$ cat src/hdl/sgrad_pkg.sv
// Shared types and constants for the 3x3 Sobel gradient block.
// Depends on nothing; every other file but sgrad_line_buffer refers to it by scoped names.
`default_nettype none

package sgrad_pkg;

  localparam int CFG_DATA_BITS  = 12;
  localparam int CFG_INDEX_BITS = 2;
  localparam int COORD_BITS     = 11;
  localparam int GRAD_BITS      = 11;
  localparam int ROW_BITS       = 11;

  // Register indexes of the configuration port.
  localparam logic [CFG_INDEX_BITS-1:0] REG_IMAGE_WIDTH  = 2'd0;
  localparam logic [CFG_INDEX_BITS-1:0] REG_IMAGE_HEIGHT = 2'd1;

  localparam logic [CFG_DATA_BITS-1:0] WIDTH_RESET  = 12'd640;
  localparam logic [CFG_DATA_BITS-1:0] HEIGHT_RESET = 12'd480;
  localparam logic [CFG_DATA_BITS-1:0] MIN_DIM      = 12'd3;
  localparam logic [CFG_DATA_BITS-1:0] MAX_HEIGHT   = 12'd2048;

  // Position and flags of one window centre, travelling with the pixel.
  typedef struct packed {
    logic                  interior;
    logic                  frame_last;
    logic [COORD_BITS-1:0] center_x;
    logic [COORD_BITS-1:0] center_y;
  } pos_t;

endpackage

`default_nettype wire

$ cat src/hdl/sgrad_window.sv
// 3x3 pixel window and the Sobel kernel sums with saturation to 11 bits.
// Depends on sgrad_pkg for the position struct and field widths.
`default_nettype none

module sgrad_window #(
  parameter int PIXEL_BITS = 8
) (
  input  wire logic                                clk,
  input  wire logic                                rst,
  input  wire logic                                en,
  input  wire logic                                load,
  input  wire logic [PIXEL_BITS-1:0]               row_top,
  input  wire logic [PIXEL_BITS-1:0]               row_mid,
  input  wire logic [PIXEL_BITS-1:0]               px,
  input  wire sgrad_pkg::pos_t                     pos_in,
  output logic                                     s2_valid,
  output sgrad_pkg::pos_t                          pos_out,
  output logic signed [sgrad_pkg::GRAD_BITS-1:0]   grad_x,
  output logic signed [sgrad_pkg::GRAD_BITS-1:0]   grad_y
);

  localparam int SW = PIXEL_BITS + 3;
  localparam int WW = (SW > sgrad_pkg::GRAD_BITS) ? SW : sgrad_pkg::GRAD_BITS;
  localparam logic signed [WW-1:0] SAT_HI = WW'(1023);
  localparam logic signed [WW-1:0] SAT_LO = WW'(-1024);

  // Layout is row*3+col with column 2 the newest pixel.
  logic [PIXEL_BITS-1:0] win [9];
  logic signed [SW-1:0]  e [9];
  logic signed [SW-1:0]  gx_sum;
  logic signed [SW-1:0]  gy_sum;
  logic signed [WW-1:0]  gx_wide;
  logic signed [WW-1:0]  gy_wide;

  always_ff @(posedge clk) begin
    if (en && load) begin
      for (int r = 0; r < 3; r++) begin
        win[r*3]     <= win[r*3 + 1];
        win[r*3 + 1] <= win[r*3 + 2];
      end
      win[2] <= row_top;
      win[5] <= row_mid;
      win[8] <= px;
    end
  end

  always_ff @(posedge clk) begin
    if (rst) begin
      s2_valid <= 1'b0;
    end else if (en) begin
      s2_valid <= load;
    end
  end

  always_ff @(posedge clk) begin
    if (en) begin
      pos_out <= pos_in;
    end
  end

  always_comb begin
    for (int i = 0; i < 9; i++) begin
      e[i] = signed'(SW'(win[i]));
    end
    gx_sum = (e[2] - e[0]) + ((e[5] - e[3]) <<< 1) + (e[8] - e[6]);
    gy_sum = (e[6] - e[0]) + ((e[7] - e[1]) <<< 1) + (e[8] - e[2]);
    gx_wide = WW'(gx_sum);
    gy_wide = WW'(gy_sum);
    if (gx_wide > SAT_HI) begin
      grad_x = sgrad_pkg::GRAD_BITS'(SAT_HI);
    end else if (gx_wide < SAT_LO) begin
      grad_x = sgrad_pkg::GRAD_BITS'(SAT_LO);
    end else begin
      grad_x = sgrad_pkg::GRAD_BITS'(gx_wide);
    end
    if (gy_wide > SAT_HI) begin
      grad_y = sgrad_pkg::GRAD_BITS'(SAT_HI);
    end else if (gy_wide < SAT_LO) begin
      grad_y = sgrad_pkg::GRAD_BITS'(SAT_LO);
    end else begin
      grad_y = sgrad_pkg::GRAD_BITS'(gy_wide);
    end
  end

endmodule

`default_nettype wire

$ cat config.mk
export PLATFORM = sky130hd
export DESIGN_NAME = sgrad_window
export DESIGN_NICKNAME = d
export VERILOG_FILES = /design/src/hdl/sgrad_pkg.sv /design/src/hdl/sgrad_window.sv
export SDC_FILE = /design/constraint.sdc
export NUM_CORES = 1
export LEC_CHECK = 0
export ABC_AREA = 1
export BUFFER_PORTS_ARGS = -buffer_cell sky130_fd_sc_hd__clkbuf_2
export CAP_MARGIN = 20
export CORE_MARGIN = 2
export CORE_UTILIZATION = 35
export CTS_CLUSTER_DIAMETER = 50
export DETAILED_ROUTE_END_ITERATION = 8
export MAX_ROUTING_LAYER = met4
export PLACE_DENSITY = 0.6
export SYNTH_ARGS = -nofsm -noshare
export SYNTH_HDL_FRONTEND = slang
export SYNTH_SLANG_ARGS = --single-unit
$ cat constraint.sdc
create_clock -name clk -period 5.05 [get_ports clk]
set_input_delay 1.01 -clock clk [delete_from_list [all_inputs] [get_ports clk]]
set_output_delay 1.01 -clock clk [all_outputs]
set_load 0.02 [all_outputs]
After elaboration in Yosys (flattened, before gate mapping). Memory sizes are Yosys's and may differ from the RTL's. Cells that the tools add are included.

$add $sub $neg: 10. Multipliers: 0. Div/mod/pow operators: 0. $lt $le $gt $ge: 4. Eq/ne operators: 0. Shift-type cells: 0. Muxes and demuxes: 6. Bitwise logic cells: 0. Reductions and logical operators: 1.

Operator list (number): subtractor 8 x 8 -> 9 bit (6); 2-to-1 mux 11 bit (4); adder 11 x 9 -> 11 bit (2); adder 9 x 10 -> 11 bit (2); > comparator 11 bit (second input constant) (2); less-than comparator 11 bit (second input constant) (2); 2-to-1 mux 1 bit (2); logical AND 1 bit (1).

Register bits after elaboration: 25. Latch bits: 0. Bits in writable memories: 72. ROM bits: 0. Input port bits: 52. Output and inout bits: 47. Word-level logic and storage cells: 27. Memories: 1.

Memories: win (words 9, width 8, rd ports 9, clocked after memory_dff 0, wr ports 9, RTL line sgrad_window.sv:28) `logic [PIXEL_BITS-1:0] win [9];`.

Depth between registers and ports, before layout. An unclocked memory read counts as a cell.

Depth in word-level cells: 7. Mapped depth: 20. Depth with buffers taken out: 20.

Worst setup path after synthesis. Ideal clock, no wire load.

Path type: reg-to-output. Start point: memory win[2][0], in the netlist win[0][16]. End point: output grad_x[10] (netlist name). Arrival: 2982 ps. Required time: 4040 ps. Slack: 1058 ps. Stages on the path, launching flop included: 17. Buffers on the path: 0. Path through: edfxtp_1 > inv_1 > ha_1 > inv_1 > fa_1 > nand3_1 > nand2_1 > a21oi_1 > inv_1 > fa_1 > inv_1 > ha_1 > nand2_1 > inv_1 > a21oi_1 > nand4_1 > nand2_1.

RTL lines: start: declaration (RTL line sgrad_window.sv:28); end: declaration (RTL line sgrad_window.sv:18) `output logic signed [sgrad_pkg::GRAD_BITS-1:0] grad_x,`.

==> metrics.md <==
| Metric | Value |
|---|---|
| Post_cts resized | `0` |
| PD cells | `402 nW/µm²` |
| Starting Density | `35.8%` |
| Tcrit/Tclk final | `93.1%` |
| Final min period | `4.70 ns` |
| Finished Layout Cells | `1062` |
| Tot GR Track Use | `15.4%` |
| First-pass GRT wire length | `23400 µm` |
| Outcome | `complete, no violations` |
| CP Cell Sequence | `inv_1 > ha_1 > inv_1 > fa_1 > nand3_1 > nand2_1 > a21oi_2 > inv_1 > fa_1 > inv_1 > ha_1 > nand2_1 > inv_1 > a21oi_1 > nand4_1 > nand2_1 > clkbuf_2` |
| Ant. Diodes | `0` |
| Cell at the root of the clock tree | `clkbuf_16` |
| Via count | `4930` |
| Die area | `20200 µm²` |
| Placed instance area | `7480 µm²` |
| Min Hold Slack | `0.421 ns` |
| CP arrival | `3.69 ns` |
| Post-layout util | `41.6%` |
| Placed instance count | `1046` |
| Total Nets Final | `969` |
| Distinct cell type count of the synthesized netlist | `19` |
| Most frequent cells in the layout | `inv_1 (163), nand2_1 (156), clkbuf_2 (98)` |
| Routability cong. | `0.885` |
| Core area | `18700 µm²` |
| Chip width | `142 µm` |
| Pins Over Slew Limit | `0` |
| Crit-path max FO | `4` |
| CTS tree | `done` |
| Initial antenna violation count | `0` |
| Worst-Margin Slew | `0.768 ns` |
| Peak Freq | `213 MHz` |
| Syn_nets | `862` |
| Xor/xnor share of the synthesized area | `3.40%` |
| Wire length per cell | `13.5 µm` |
| Worst Skew | `0.00906 ns` |
| 1st-pass router iterations | `4` |
| Hold Violations, Final | `0` |
| Number of setup buffers added after CTS | `0` |
| Reg clk slew, reported paths | `0.07 ns` |
| Number of synthesized register bits | `97` |
| CTS Buffer Depth | `2` |
| Post-Synth Adder-Cell Area | `20.5%` |
| Vias in the first global route | `4726` |
| Mux share of post-synthesis cell area | `0%` |
| Via density | `4.64` |
| Grt ovf | `0` |
| Clk Latency, worst-skew pair | `0.35 ns` |
| TNS Setup | `0 ns` |
| P&R area growth vs syn | `16.2%` |
| Die height | `142 µm` |
| CTS buffer count | `9` |
| Nature of the critical path startpoint | `register` |
| Final WL | `14300 µm` |
| Crit end category | `output pin` |
| VDD IR max | `0.235 mV` |
| Num rows | `50` |
| DP Wirelength | `11900 µm` |
| Relative slew margins | `48.7%` |
| Clock tree sinks | `97` |
| Most common cell after layout, fill and taps aside | `inv_1` |
| Seq/Total Area, Yosys | `43.4%` |
| Endpoints failing setup | `0` |
| DRC violations left | `0` |
| Fin area | `7780 µm²` |
| Simple-gate share of the synthesized area | `17.9%` |
| Largest delay share family, worst path | `adder cells` |
| Largest net degree at the start of global routing | `37` |
| Layout cells sized above 1 | `15.0%` |
| Setup CP Type | `register to output pin` |
| Cells after Synth | `716` |
| Main combinational cell family by area after synthesis | `adder cells` |
| Max_cap viols | `0` |
| PortBufs | `98` |
| Worst path bufs/invs | `6` |
| Worst EP required | `4.04 ns` |
| Unrepaired setup endpoints after global routing | `no` |
| Largest stage delay, worst path | `0.59 ns` |
| Synthesized area per cell | `9.35 µm²` |
| Synth Area in Compound Gates | `5.38%` |
| CP max stage cell | `fa_1` |
| Remaining antenna violation count | `0` |
| H-tree Lvls | `3` |
| Synth warnings | `0` |
| 1st-iter DRT viols | `251` |
| Leak Pwr | `3.89 nW` |
| Synthesized cell area | `6690 µm²` |
| Cell mode on critical path | `inv_1` |
| Cts hold-fix bufs | `0` |
| I/O pin count | `99` |
| HP Class | `register to register` |
==> synth_stat cells, drive strengths merged <==
cell,count,area (µm²)
dfxtp,1,20.0
xor2,8,70.1
nand3,43,215
xnor2,18,158
nand2,156,586
nand4,32,200
a21oi,50,273
fa,26,521
clkbuf,4,15.0
edfxtp,96,2880
o21ai,4,20.0
o211ai,2,15.0
or2,14,87.6
nand3b,7,52.6
ha,68,851
o21a,7,52.6
inv,164,616
nor2,16,60.1
==> power breakdown <==
group          internal, mW  leakage, nW  switching (mW)
clock network         0.346        0.142           0.313
logic                 0.553         2.83           0.957
registers             0.933        0.919          0.0242
total                  1.83         3.89            1.29
==> stage by stage <==
step	setup WS, ns	power [mW]
4_1_cts	0.245	3.18
2_1_floorplan	1.06	2.09
3_5_place_dp	0.633	2.50
3_3_place_gp	0.739	2.49
6_report	0.350	3.13
5_1_grt	0.0378	3.40
==> worst paths after layout <==
path | startpoint | to | slack [ns] | cells after the start
worst max-delay path | win[0][16]$_DFFE_PP_ | grad_x[10] | 0.35 | 17
worst min-delay path | win[0][39]$_DFFE_PP_ | win[0][31]$_DFFE_PP_ | 0.42 | 0
worst max register to register | win[0][65]$_DFFE_PP_ | win[0][57]$_DFFE_PP_ | 4.22 | 0
worst min register to register | win[0][39]$_DFFE_PP_ | win[0][31]$_DFFE_PP_ | 0.42 | 0
==> sequential cells by signal (all words and copies together), names as in the netlist <==
| register | count |
|---|---|
| pos_out | 24 |
| win | 72 |
| s2_valid | 1 |
==> cell families after synthesis <==
logic type | after synthesis
simple gates | 268
compound gates | 63
xor+xnor | 26
flops | 97
buf+inv | 168
fa+ha+maj | 94
==> per-layer routing <==
metal  part of all wire, %  GRT usage (%)  vias up
met1                    47           20.3     2253
met5                     0              -        -
met2                    48           24.9      106
met4                  0.74           3.13        0
li1                      -              -     2563
met3                   4.5           2.93        8
==> final cells by class <==
| class | count | area, µm² |
|---|---|---|
| multi-input cells | 451 | 3170 |
| inverters | 164 | 616 |
| clock inverters | 6 | 62.6 |
| fillers | 1856 | 10900 |
| clock buffers | 10 | 229 |
| well taps | 234 | 293 |
| repair buffers | 100 | 505 |
| flip-flops and latches | 97 | 2900 |
Power figures use the tool's default switching activity.
